### src/rtl/radial_stick_dead_zone_defines.svh
// Assertion macros shared by the RTL.
`ifndef RADIAL_STICK_DEAD_ZONE_DEFINES_SVH
`define RADIAL_STICK_DEAD_ZONE_DEFINES_SVH

// Same-cycle implication, checked outside reset.
`define RSDZ_ASSERT_IMPL(lbl, ante, cons, msg) \
  lbl: assert property (@(posedge clk) disable iff (rst) (ante) |-> (cons)) else $error(msg);

// Next-cycle implication, checked outside reset.
`define RSDZ_ASSERT_NEXT(lbl, ante, cons, msg) \
  lbl: assert property (@(posedge clk) disable iff (rst) (ante) |=> (cons)) else $error(msg);

`endif

### src/rtl/rsdz_pkg.sv
`default_nettype none
package rsdz_pkg;

  localparam int SQRT_STEPS = 16;
  localparam int DIV_STEPS  = 17;

  localparam logic [14:0] DZ_RESET  = 15'd4915;
  localparam logic [15:0] ONE_Q15   = 16'h8000;
  localparam logic [16:0] SAT_POS   = 17'h0FFFF;
  localparam logic [16:0] SAT_NEG   = 17'h10000;

  // register index, taken from paddr[2]
  localparam logic REG_DEAD_ZONE = 1'b0;

  typedef struct packed {
    logic signed [15:0] x;
    logic signed [15:0] y;
    logic [14:0]        t;
    logic [31:0]        s;
    logic               dz;
  } sq_t;

  typedef struct packed {
    logic signed [15:0] x;
    logic signed [15:0] y;
    logic [14:0]        t;
    logic [15:0]        m;
    logic               dz;
  } mag_t;

  typedef struct packed {
    logic signed [15:0] x;
    logic signed [15:0] y;
    logic [14:0]        t;
    logic               dz;
    logic [31:0]        rem;
    logic [31:0]        res;
  } sqs_t;

  typedef struct packed {
    logic        sx;
    logic        sy;
    logic        dz;
    logic        mz;
    logic        ovx;
    logic        ovy;
    logic [32:0] d;
    logic [48:0] rx;
    logic [48:0] ry;
    logic [16:0] qx;
    logic [16:0] qy;
  } dvs_t;

endpackage
`default_nettype wire

### src/rtl/rsdz_square.sv
`default_nettype none
module rsdz_square (
  input  wire logic               clk,
  input  wire logic               rst,
  input  wire logic               in_valid,
  output logic                    in_stall,
  input  wire logic signed [15:0] x,
  input  wire logic signed [15:0] y,
  input  wire logic [14:0]        t,
  output logic                    out_valid,
  input  wire logic               out_stall,
  output rsdz_pkg::sq_t           out_data
);
  import rsdz_pkg::*;

  logic               va, vb, rdy_a, rdy_b;
  logic signed [15:0] xa, ya;
  logic [14:0]        ta;
  logic [30:0]        xx, yy;
  logic [29:0]        tt;
  logic signed [31:0] px, py;
  logic [31:0]        s;

  assign rdy_b    = !vb || !out_stall;
  assign rdy_a    = !va || rdy_b;
  assign in_stall = !rdy_a;
  assign px       = x * x;
  assign py       = y * y;
  assign s        = {1'b0, xx} + {1'b0, yy};

  always_ff @(posedge clk) begin
    if (rst) begin
      va <= 1'b0;
      vb <= 1'b0;
    end else begin
      if (rdy_a) va <= in_valid;
      if (rdy_b) vb <= va;
    end
  end

  always_ff @(posedge clk) begin
    if (rdy_a && in_valid) begin
      xa <= x;
      ya <= y;
      ta <= t;
      xx <= px[30:0];
      yy <= py[30:0];
      tt <= t * t;
    end
    if (rdy_b && va) begin
      out_data.x  <= xa;
      out_data.y  <= ya;
      out_data.t  <= ta;
      out_data.s  <= s;
      out_data.dz <= s < {2'b0, tt};
    end
  end

  assign out_valid = vb;
endmodule
`default_nettype wire

### config.mk
export PLATFORM = sky130hd
export DESIGN_NAME = rsdz_square
export DESIGN_NICKNAME = d
export VERILOG_FILES = /design/src/rtl/radial_stick_dead_zone_defines.svh /design/src/rtl/rsdz_pkg.sv /design/src/rtl/rsdz_square.sv
export SDC_FILE = /design/constraint.sdc
export NUM_CORES = 2
export LEC_CHECK = 0
export ABC_CLOCK_PERIOD_IN_PS = 11450
export BUFFER_PORTS_ARGS = -buffer_cell sky130_fd_sc_hd__buf_2
export CORE_MARGIN = 2
export CORE_UTILIZATION = 25
export DETAILED_ROUTE_END_ITERATION = 10
export PLACE_DENSITY_LB_ADDON = 0.1
export SETUP_SLACK_MARGIN = 0.15
export SLEW_MARGIN = 30
export SYNTH_ARGS = -nofsm -noshare
export SYNTH_HDL_FRONTEND = slang
export SYNTH_SLANG_ARGS = --single-unit
### constraint.sdc
create_clock -name clk -period 11.45 [get_ports clk]
set_input_delay 2.29 -clock clk [delete_from_list [all_inputs] [get_ports clk]]
set_output_delay 2.29 -clock clk [all_outputs]
set_load 0.1 [all_outputs]
Yosys cells after proc, flatten, opt, wreduce, memory -nomap -nowiden
Cells that the tools add are included.
W data, S select, Z words.
{"block": "classes", "multipliers": 3, "n_eq_ne": 0, "magnitude_cmp": 1, "muxes": 0, "n_reduce_logical": 8, "n_bitwise": 0, "shift": 0, "n_div": 0, "n_addsub": 1}
{"cell": "$mul A16 B16 Y31", "count": 2}
{"cell": "$add A31 B31 Y32", "count": 1}
{"cell": "$lt A32 B30 Y1", "count": 1}
{"cell": "$mul A15 B15 Y30", "count": 1}
{"cell": "$logic_not A1 Y1", "count": 4}
{"cell": "$logic_and A1 B1 Y1", "count": 2}
{"cell": "$logic_or A1 B1 Y1", "count": 2}
{"block": "totals", "latch_bits": 0, "romBits": 0, "n_memories": 0, "mem_bits_rw": 0, "elab_cells": 26, "register_bits": 221, "output_inout_bits": 82}

Depth between registers and ports, before layout
{"block": "depth", "ltp_word": 4, "depth_mapped": 24}

Worst setup path after synthesis
No wires, ideal clock.
{"block": "synth_timing", "kind": "input-to-reg", "start": "in out_stall", "end": "reg ta[0], enable pin", "setup_time_ps": 640, "cell_stages": 2, "n_path_buf": 0, "t_arrival_ps": 8804, "path_slack_ps": 2006, "cell_sequence": "and3_1 > nor2b_1"}
{"block": "synth_via", "elab_chain_cells": 4}
{"item": "start: declaration", "line": "rsdz_square.sv:11", "rtl": "input wire logic out_stall,"}
{"item": "$logic_not A1 Y1", "line": "rsdz_square.sv:24", "rtl": "assign rdy_b = !vb || !out_stall;"}
{"item": "$logic_or A1 B1 Y1", "line": "rsdz_square.sv:24"}
{"item": "$logic_or A1 B1 Y1", "line": "rsdz_square.sv:25", "rtl": "assign rdy_a = !va || rdy_b;"}
{"item": "$logic_and A1 B1 Y1", "line": "rsdz_square.sv:42", "rtl": "if (rdy_a && in_valid) begin"}
{"item": "end signal: assignment", "line": "rsdz_square.sv:45", "rtl": "ta <= t;"}
{"item": "end: declaration", "line": "rsdz_square.sv:18", "rtl": "logic [14:0] ta;"}
Every way passes these cells.
A chain may end at the register's enable or synchronous reset.

Final worst setup path
{"block": "layout_timing", "start": "in y[15]", "end": "reg yy[30] (data pin)"}
{"block": "layout_via", "elab_chain_cells": 1}
{"item": "start: declaration", "line": "rsdz_square.sv:8", "rtl": "input wire logic signed [15:0] y,"}
{"item": "$mul A16 B16 Y31", "line": "rsdz_square.sv:28", "rtl": "assign py = y * y;"}
{"item": "net py[30]", "line": "rsdz_square.sv:21", "rtl": "logic signed [31:0] px, py;"}
{"item": "end signal: assignment", "line": "rsdz_square.sv:47", "rtl": "yy <= py[30:0];"}
{"item": "end: declaration", "line": "rsdz_square.sv:19", "rtl": "logic [30:0] xx, yy;"}
The timed path passes the listed nets, and every way through them passes these cells.

==> impl_metrics.json <==
{
  "cts-hold-fix-buffers": 0,
  "slew_violations": 0,
  "ioPinCount": 133,
  "die_area_um2": 131000,
  "min-delay-start": "ya[9]",
  "antenna_found_initial": 1,
  "r2r_cells": 16,
  "crit_family": "adder cells",
  "critPathMostFrequentCell": "fa_1",
  "final_antenna_net_count": 0,
  "n_fill_cell": 13500,
  "crit_path_top_delay_cell": "fa_1",
  "first_iter_violations": 785,
  "synthDistinctLibCells": 66,
  "ys_seq_area_share_pct": 20.1,
  "max_cap_viol_count": 0,
  "hold_path_depth": 0,
  "crit_chain": "buf_2, inv_1, nor2_1, fa_1, inv_1, fa_1, inv_1, fa_1, fa_1, fa_1, inv_1, fa_1, inv_1, ha_1, a2111oi_0, o21ai_0, o21a_1, a2111o_1, a2111oi_4, a211oi_2",
  "start_kind": "input port",
  "worstReg2RegEnd": "out_data[0]",
  "area_delta_synth_final_pct": 11.0,
  "hold-path-endpoint": "out_data[57]",
  "synth.top_cells.by_count": "872 x inv_1, 594 x fa_1, 322 x ha_1, 236 x nand2_1, 213 x edfxtp_1",
  "ys_async_sr_fraction_pct": 0,
  "synth_ff_type": "edfxtp_1",
  "synth_most_common_cell": "inv_1",
  "synth.top_cell.area_share_pct": 37.1,
  "seqCellArea_um2": 6440,
  "status": "complete, no violations",
  "cpPeakStageDelay_ns": 0.72,
  "rows": 131,
  "crit_required_ns": 11.81,
  "post_cts_buffers": 0,
  "slew_headroom_pct": 32.6,
  "post-route-min-period_ns": 8.32,
  "worstSkewPairLatency_ns": 0.63,
  "finClkSkew_ns": 0.0228,
  "drc_errors": 0,
  "drive_above_1_share_pct": 6.85,
  "synth_top_area_cell": "fa_1",
  "io_buffers": 132,
  "grt_pass1_vias": 23200,
  "multi_input_comb_area_um2": 22100,
  "via_per_inst": 4.18,
  "initial_core_util_pct": 25.1,
  "hpwl_mm": 66.5,
  "syn_inst": 3113,
  "root_buffer": "clkbuf_16",
  "grt_usage_pct": 13.0,
  "yosys_register_bits": 215,
  "cts.clk_slew.worst_paths_ns": 0.06,
  "worst_setup_path_end_kind": "flop",
  "cts_sinks": 215,
  "totalWireLength_mm": 81.4,
  "rsz0062_at_grt": "false",
  "nets": 4185,
  "synth_edf_count": 213,
  "cp_data_arrival_time_ns": 8.68,
  "fp.dieW_um": 362,
  "synth.avg_cell_area_um2": 10.3,
  "synth_fp_nets": 4080,
  "max_slew.worst_pin.slew_ns": 1.01,
  "cts_resized": 0,
  "ctsHtreeMaxLevel": 1,
  "drtPass1Iterations": 5,
  "critPathMaxFanout": 18,
  "setup_viol": 0,
  "cts_buffers": 31,
  "r2r_slack_ns": 6.88,
  "fin_crit_sh_pct": 72.7,
  "grt.overflow.total": 0,
  "worstHoldPathType": "flop to flop",
  "hold_violations": 0,
  "syn_area_um2": 32000,
  "tns_ns": 0,
  "fmax_mhz": 120,
  "r2r_start": "xx[3]",
  "die_y_um": 362,
  "clock_path_buffers": 3,
  "tritoncts": "done",
  "grt_max_degree": 134,
  "ys_top_cells_by_area": "fa_1 37%, edfxtp_1 20%, ha_1 13%",
  "wire_per_inst_um": 16.6,
  "gp_congestion": 0.780,
  "path_buf_inv": 6,
  "num_vias": 20500,
  "core_um2": 127000,
  "criticalPathCategory": "input port to flop",
  "ys_warn_count": 0,
  "grt_pass1_wl_mm": 132
}
-- stage by stage --
stage | hold WS [ns] | worst slack [ns] | cells | util, % | instance area (µm²)
2_1_floorplan | 0.400 | 2.01 | 3113 | - | 32000
3_3_place_gp | 0.400 | 2.62 | 4847 | 27.2 | 34600
3_5_place_dp | 0.405 | 2.49 | 4847 | 27.2 | 34600
4_1_cts | 0.409 | 3.17 | 4903 | 27.9 | 35500
5_1_grt | 0.415 | 2.80 | 4903 | 27.9 | 35500
6_report | 0.405 | 3.13 | 4904 | 27.9 | 35500
-- layout by cell type, fill, tap and decap left out, types with 8 or more instances in the layout --
master and instances:
nand2_1 236, or2_2 8, edfxtp_1 213, nor3_1 22, a21oi_1 93, clkinv_1 8, xnor2_1 100, nor2_1 117
and3_1 15, o21a_1 18, o21bai_1 16, nor2b_1 14, a31o_2 8, fa_1 594, o211ai_1 11, a21o_1 43
nand2b_1 11, o21ai_0 35, nand4_1 9, inv_1 872, clkbuf_16 31, and2_1 128, xor2_1 34, ha_1 322
buf_2 132, a31oi_1 11, a211oi_1 8, nand3_1 27
-- layer usage --
metal  track usage (%)  share of wire, %
met1              17.6                47
met2              22.5                49
met5                 0             0.025
met3              1.21               2.7
met4              2.39               1.5
-- layout make-up --
cell class | instances | share of cell area, %
multi-input combinational | 1960 | 62.1
sequential | 215 | 18.1
antenna | 1 | 0.00704
clock buffer | 34 | 2.21
inverter | 873 | 9.22
clock inverter | 22 | 0.489
tap | 1662 | 5.85
timing repair buffer | 137 | 2.00
-- worst reg2reg max path: cells and delay by family (launching register included) --
kind / cells / cell delay [ns]
adders and majority gates: 2 / 0.73
xor gates and xnor gates: 1 / 0.76
DFF: 1 / 0.40
AOI/OAI and AO/OA: 10 / 2.18
and+or+nand+nor: 3 / 0.35
-- kinds of logic after synthesis --
family | count (synthesis) | share of synthesized area (%)
AOI/OAI and AO/OA | 298 | 6.37
buffers and inverters | 938 | 11.0
and+or+nand+nor | 608 | 8.99
muxes | 4 | 0.141
DFF | 215 | 20.1
xor gates and xnor gates | 134 | 3.67
adders and majority gates | 916 | 49.7
-- worst max path at each step --
stage                         start      to  cells past startpoint
final                         y[15]  yy[30]                     20
after global routing          y[15]  yy[30]                     18
after CTS                     y[15]  yy[30]                     20
after detailed placement      y[15]  yy[30]                     20
after global placement        y[15]  yy[30]                     20
after floorplan           out_stall   ta[0]                      2
-- registers in the layout (all words and copies together) (netlist names) --
signal,flops
out_valid,1
xa,16
va,1
out_data,80
ta,15
xx,29
tt,28
ya,16
yy,29
Power is not shown: default switching activity piles up to over one toggle a cycle in this logic, so the estimate is an artifact.
