## src/rtl/radial_stick_dead_zone_defines.svh

```systemverilog
// Assertion macros shared by the RTL.
`ifndef RADIAL_STICK_DEAD_ZONE_DEFINES_SVH
`define RADIAL_STICK_DEAD_ZONE_DEFINES_SVH

// Same-cycle implication, checked outside reset.
`define RSDZ_ASSERT_IMPL(lbl, ante, cons, msg) \
  lbl: assert property (@(posedge clk) disable iff (rst) (ante) |-> (cons)) else $error(msg);

// Next-cycle implication, checked outside reset.
`define RSDZ_ASSERT_NEXT(lbl, ante, cons, msg) \
  lbl: assert property (@(posedge clk) disable iff (rst) (ante) |=> (cons)) else $error(msg);

`endif

```

## src/rtl/rsdz_pkg.sv

```systemverilog
`default_nettype none
package rsdz_pkg;

  localparam int SQRT_STEPS = 16;
  localparam int DIV_STEPS  = 17;

  localparam logic [14:0] DZ_RESET  = 15'd4915;
  localparam logic [15:0] ONE_Q15   = 16'h8000;
  localparam logic [16:0] SAT_POS   = 17'h0FFFF;
  localparam logic [16:0] SAT_NEG   = 17'h10000;

  // register index, taken from paddr[2]
  localparam logic REG_DEAD_ZONE = 1'b0;

  typedef struct packed {
    logic signed [15:0] x;
    logic signed [15:0] y;
    logic [14:0]        t;
    logic [31:0]        s;
    logic               dz;
  } sq_t;

  typedef struct packed {
    logic signed [15:0] x;
    logic signed [15:0] y;
    logic [14:0]        t;
    logic [15:0]        m;
    logic               dz;
  } mag_t;

  typedef struct packed {
    logic signed [15:0] x;
    logic signed [15:0] y;
    logic [14:0]        t;
    logic               dz;
    logic [31:0]        rem;
    logic [31:0]        res;
  } sqs_t;

  typedef struct packed {
    logic        sx;
    logic        sy;
    logic        dz;
    logic        mz;
    logic        ovx;
    logic        ovy;
    logic [32:0] d;
    logic [48:0] rx;
    logic [48:0] ry;
    logic [16:0] qx;
    logic [16:0] qy;
  } dvs_t;

endpackage
`default_nettype wire

```

## src/rtl/rsdz_sqrt.sv

```systemverilog
`default_nettype none
module rsdz_sqrt (
  input  wire logic    clk,
  input  wire logic    rst,
  input  wire logic    in_valid,
  output logic         in_stall,
  input  wire rsdz_pkg::sq_t  in_data,
  output logic         out_valid,
  input  wire logic    out_stall,
  output rsdz_pkg::mag_t out_data
);
  import rsdz_pkg::*;

  sqs_t                  st  [SQRT_STEPS];
  sqs_t                  src [SQRT_STEPS];
  logic [SQRT_STEPS-1:0] vld, rdy, pv, nstall;

  for (genvar k = 0; k < SQRT_STEPS; k++) begin : g_step
    localparam logic [32:0] BIT = 33'd1 << (30 - 2 * k);
    logic [32:0] trial;
    sqs_t        nxt;

    if (k > 0) begin : g_link
      assign src[k] = st[k-1];
      assign pv[k]  = vld[k-1];
    end else begin : g_head
      assign src[k] = sqs_t'{x: in_data.x, y: in_data.y, t: in_data.t, dz: in_data.dz,
                             rem: in_data.s, res: '0};
      assign pv[k]  = in_valid;
    end
    if (k == SQRT_STEPS - 1) begin : g_last
      assign nstall[k] = out_stall;
    end else begin : g_mid
      assign nstall[k] = !rdy[k+1];
    end
    assign rdy[k] = !vld[k] || !nstall[k];

    // one result bit per stage
    always_comb begin
      nxt   = src[k];
      trial = {1'b0, src[k].res} + BIT;
      if ({1'b0, src[k].rem} >= trial) begin
        nxt.rem = src[k].rem - trial[31:0];
        nxt.res = (src[k].res >> 1) + BIT[31:0];
      end else begin
        nxt.res = src[k].res >> 1;
      end
    end

    always_ff @(posedge clk) begin
      if (rst) begin
        vld[k] <= 1'b0;
      end else if (rdy[k]) begin
        vld[k] <= pv[k];
      end
    end

    always_ff @(posedge clk) begin
      if (rdy[k] && pv[k]) st[k] <= nxt;
    end
  end

  assign in_stall    = !rdy[0];
  assign out_valid   = vld[SQRT_STEPS-1];
  assign out_data.x  = st[SQRT_STEPS-1].x;
  assign out_data.y  = st[SQRT_STEPS-1].y;
  assign out_data.t  = st[SQRT_STEPS-1].t;
  assign out_data.dz = st[SQRT_STEPS-1].dz;
  assign out_data.m  = st[SQRT_STEPS-1].res[15:0];
endmodule
`default_nettype wire

```

## config.mk

```make
export PLATFORM = sky130hd
export DESIGN_NAME = rsdz_sqrt
export DESIGN_NICKNAME = d
export VERILOG_FILES = /design/src/rtl/radial_stick_dead_zone_defines.svh /design/src/rtl/rsdz_pkg.sv /design/src/rtl/rsdz_sqrt.sv
export SDC_FILE = /design/constraint.sdc
export NUM_CORES = 1
export LEC_CHECK = 0
export ABC_AREA = 0
export BUFFER_PORTS_ARGS = -buffer_cell sky130_fd_sc_hd__buf_2
export CORE_ASPECT_RATIO = 2
export CORE_MARGIN = 2
export CORE_UTILIZATION = 45
export DETAILED_ROUTE_END_ITERATION = 12
export SYNTH_ARGS = -nofsm -noshare
export SYNTH_HDL_FRONTEND = slang
export SYNTH_SLANG_ARGS = --single-unit
```

## constraint.sdc

```tcl
create_clock -name clk -period 16.4 [get_ports clk]
set_input_delay 2.46 -clock clk [delete_from_list [all_inputs] [get_ports clk]]
set_output_delay 2.46 -clock clk [all_outputs]
set_load 0.02 [all_outputs]
```

Word-level counts from Yosys, hierarchy flattened --
Memory sizes are Yosys's and may differ from the RTL's. Index checks and enable logic that the tools add are counted.
Storage, ports and cells: ROM bits 0, flip-flop bits (word level) 16, logic and storage cells 193, RAM bits 1792, bits of input ports 84, bits in latches 0, memories kept 1, output and inout bits 66
Cells by class: equal/unequal tests 0, $lt $le $gt $ge 16, div/mod/pow operators 0, shifts and indexed selects 0, bitwise gates (word level) 0, multiply operators 0, multiplexer cells 64, $add $sub $neg 46, reduce and logical (&&, ||, !) cells 50
Memory list:
- st | words 16, width 112, rd ports 16, clocked after Yosys merged registers in 0, write ports 16, line rsdz_sqrt.sv:14 | sqs_t st [SQRT_STEPS];
Operators with widths (number):
- $mux W32 | 31
- $ge A32 B33 Y1 | 15
- $sub A32 B32 Y32 | 15
- $add A32 B1 Y33 const B | 1
- $add A32 B11 Y33 const B | 1
- $add A32 B13 Y33 const B | 1
- $add A32 B15 Y33 const B | 1
- $add A32 B17 Y33 const B | 1
- $add A32 B19 Y33 const B | 1
- $add A32 B21 Y33 const B | 1
- $add A32 B23 Y33 const B | 1
- $add A32 B25 Y33 const B | 1
- $add A32 B27 Y33 const B | 1
- $add A32 B29 Y33 const B | 1
- $add A32 B3 Y33 const B | 1
- $add A32 B5 Y33 const B | 1
- $add A32 B7 Y33 const B | 1
- $add A32 B9 Y33 const B | 1
- $add A31 B1 Y32 const B | 1
- $add A31 B11 Y32 const B | 1
- $add A31 B13 Y32 const B | 1
- $add A31 B15 Y32 const B | 1
- $add A31 B17 Y32 const B | 1
- $add A31 B19 Y32 const B | 1
- 16 further kinds | 94

Longest topological paths before layout --
depth after elaboration 20, mapped depth 12, gate-level depth less buffers 10

Worst setup path after synthesis --
Ideal clock, no wire load.
path type input to register, start input out_stall, end memory st[1][100] in the netlist's numbering, enable pin, data required time 15.728 ns, stages 5, buffers on the path 0, library setup time 0.672 ns, arrival 9.601 ns, path slack 6.127 ns, path through and4_1 and3_1 nand2_1 nor2_1 a21boi_0
RTL lines:
- start: declaration | line rsdz_sqrt.sv:9 | input wire logic out_stall,
- end: declaration | line rsdz_sqrt.sv:14

Final worst setup path --
start input out_stall, end output in_stall
Between the ends: cells in the longest elaborated chain, start to end 18
Ends and longest elaborated chain:
- $logic_not A1 Y1 | line rsdz_sqrt.sv:36 | assign rdy[k] = !vld[k] || !nstall[k];
- $logic_or A1 B1 Y1 (16 in a row) | line rsdz_sqrt.sv:36
- $logic_not A1 Y1 | line rsdz_sqrt.sv:63 | assign in_stall = !rdy[0];
- end: declaration | line rsdz_sqrt.sv:6 | output logic in_stall,
Every way passes these cells.

==> results.toml <==
[status]
status = "completed"

[yosys]
yosysSeqAreaShare_pct = 79.5
synthArstFlopShare_pct = 0
synth_top_area_share_pct = 78.8
synth_edf_count = 1384
synth_area_per_cell_um2 = 17.1
ys_ff_latch = 1400
synth_area_leaders = "edfxtp_1, ha_1, xor2_1, xnor2_1, inv_1"
synth_top_area_cell = "edfxtp_1"
synth.cell_area_um2 = 52700
synth.distinct_cells = 68
syn_inst = 3075
synth-main-ff-cell = "edfxtp_1"
ys_warn_count = 0
synth.most_common_cell = "edfxtp_1"
syn_nets = 3309
yosys-top-cells-count = "edfxtp_1, inv_1, nor2_1"

[power]
clkPwrFrac_pct = 40.3
seqPwrFrac_pct = 58.7
p_int_uw = 5510
netSwitchingPower_uw = 1270
cellLeakagePower_uw = 0.0201
total_power_uw = 6780
swShare_pct = 18.7
power_frac_comb_pct = 1.0
vdd_drop_max_mv = 0.0997
p_per_area_nw_per_um2 = 114

[run]
maxCapViolCount = 0

[global_route]
antenna_found_initial = 2
grt_pass1_vias = 26400
overflow = 0
grt_usage_pct = 14.8
grt_pass1_wl_um = 137000
grt_max_degree = 91

[detailed_routing]
num_vias = 25000
drt-pass1-iter-count = 4
routed_wl_um = 86100
final_antenna_net_count = 0
drt_iter0_markers = 911
wl_per_cell_um = 17.4
vias_per_cell = 5.04
drc = 0

[cts]
cts_root_buffer = "clkbuf_16"
clk_latency_ns = 0.73
hold_buffers = 0
cts_resized = 0
clock_path_buffers = 3
cts_inserted_buffers = 116
cts_max_level = 3
clkSinkCount = 1400
clk_pin_slew_worst_paths_ns = 0.06
cts_tree = "done"
post-cts-setup-buffers = 0

[critical_path]
cp_slowest_cell = "nor2_1"
required_ns = 13.94
path_buf_inv = 2
critPathMaxStageDelay_ns = 0.71
criticalPathCategory = "input port to output port"
crit-reg2reg-launch = "st[1][270]"
end_kind = "output port"
r2r-end = "st[1][398]"
ff2ff_path_depth = 9
regToRegSetupSlack_ns = 12.09
crit_chain = "buf_2 -> and4_1 -> and3_1 -> nand2_1 -> nor2_1 -> nand3_1 -> nor2_1 -> buf_2"
cp_max_fo = 6
worst_ep_arrival_time_ns = 4.99
cp-start-kind = "input port"
critPathTopFamily = "simple AND/OR/NAND/NOR gates"

[cells_and_area]
fin_nets = 3567
drive_gt1_share_pct = 11.4
syn2layout_area_growth_pct = 12.7

[min_path]
holdCritStartpoint = "st[1][92]"
worstHoldPathCells = 0
whs_endpoint = "st[1][204]"
min_path_type = "register to register"

[floorplanning]
die_y_um = 488
core_area_um2 = 116000
rows = 177
io_pins = 150
die_area_um2 = 120000
die_x_um = 246
start_util_pct = 45.3

[timing]
rsz0062_at_grt = "no"
period_minus_slack_ns = 7.45
setup_viol_count_final = 0
maxSlewViolCount = 0
skew_ns = 0.0405
clock.fmax_mhz = 134
period_share_pct = 45.4
hold_viol = 0
tns_ns = 0
worst_pin_slew_ns = 1.12
slew_headroom_pct = 25.6

[place]
hpwl_um = 63900
gp_congestion = 0.934
io_buffer_count = 149
layer usage:
metal	GRT usage, %	vias to the layer above	share of wire (%)
li1	-	12300	-
met1	11.7	11900	30
met2	30.8	502	60
met3	1.84	272	2.8
met4	11.3	0	7.5
met5	0	-	0
cell usage in the layout (no fill, tap or decap), types with 19 or more instances in the layout:
cell	synthesis	routed
nand2_1	136	136
nor2_1	155	155
a21oi_1	124	122
o31ai_1	19	19
o21ai_0	112	112
nor2b_1	32	26
or3_1	23	23
nand4_1	32	32
inv_1	181	181
nand2b_1	29	29
nor4_1	83	83
clkbuf_16	0	118
nand3_1	35	35
buf_4	1	23
xor2_1	94	94
o21a_1	34	34
clkinv_1	1	29
nor3_1	64	63
buf_2	0	149
clkinv_2	0	23
clkbuf_1	27	25
ha_1	150	150
xnor2_1	84	84
edfxtp_1	1384	1384
a21o_1	35	35
nor4b_1	20	20
per-stage QoR:
| step | worst slack [ns] | hold slack, ns | util (%) | instances | area (um^2) |
|---|---|---|---|---|---|
| finish | 8.95 | 0.406 | 51.1 | 4955 | 59400 |
| detailed placement | 8.92 | 0.405 | 47.8 | 4736 | 55600 |
| global route | 8.74 | 0.412 | 51.1 | 4955 | 59400 |
| global placement | 8.93 | 0.401 | 47.8 | 4736 | 55600 |
| floorplan | 6.13 | 0.400 | - | 3075 | 52700 |
| CTS | 8.92 | 0.408 | 51.1 | 4954 | 59400 |
area by class of cell:
| class | count | area (um^2) |
|---|---|---|
| sequential | 1400 | 41900 |
| multi-input combinational | 1461 | 10200 |
| inverter | 182 | 683 |
| timing repair buffer | 172 | 918 |
| fill | 9456 | 56900 |
| tap | 1521 | 1900 |
| clock buffer | 143 | 3050 |
| antenna | 1 | 2.50 |
| clock inverter | 75 | 774 |
logic make-up after synthesis:
kind of cell | count (synthesis) | synth area share [%]
compound gates | 424 | 5.05
xor+xnor | 178 | 2.96
fa+ha+maj | 150 | 3.56
buf+inv | 214 | 1.56
flops | 1400 | 79.5
mux | 29 | 0.648
simple gates | 680 | 6.77
registers in the layout, indices dropped and copies added, names as in the netlist:
signal / cells
out_valid: 1
pv: 15
st: 1384
power groups by stage:
stage	logic [uW]	clock network, uW	registers, uW
after floorplan	44.4	0	4050
after global placement	70.3	0	4050
after detailed placement	71.4	0	4050
after CTS	71.7	2820	3970
after global routing	79.7	2940	3980
final	70.2	2730	3970
worst max-delay path by stage:
stage / depth (start not counted) / from / slack (ns) / end
final: 8 / out_stall / 8.95 / in_stall
after global routing: 8 / out_stall / 8.74 / in_stall
after CTS: 8 / out_stall / 8.92 / in_stall
after detailed placement: 8 / out_stall / 8.92 / in_stall
after global placement: 8 / out_stall / 8.93 / in_stall
after floorplan: 5 / out_stall / 6.13 / st[1][100]
Note: power is estimated with default switching activity, not from simulation.
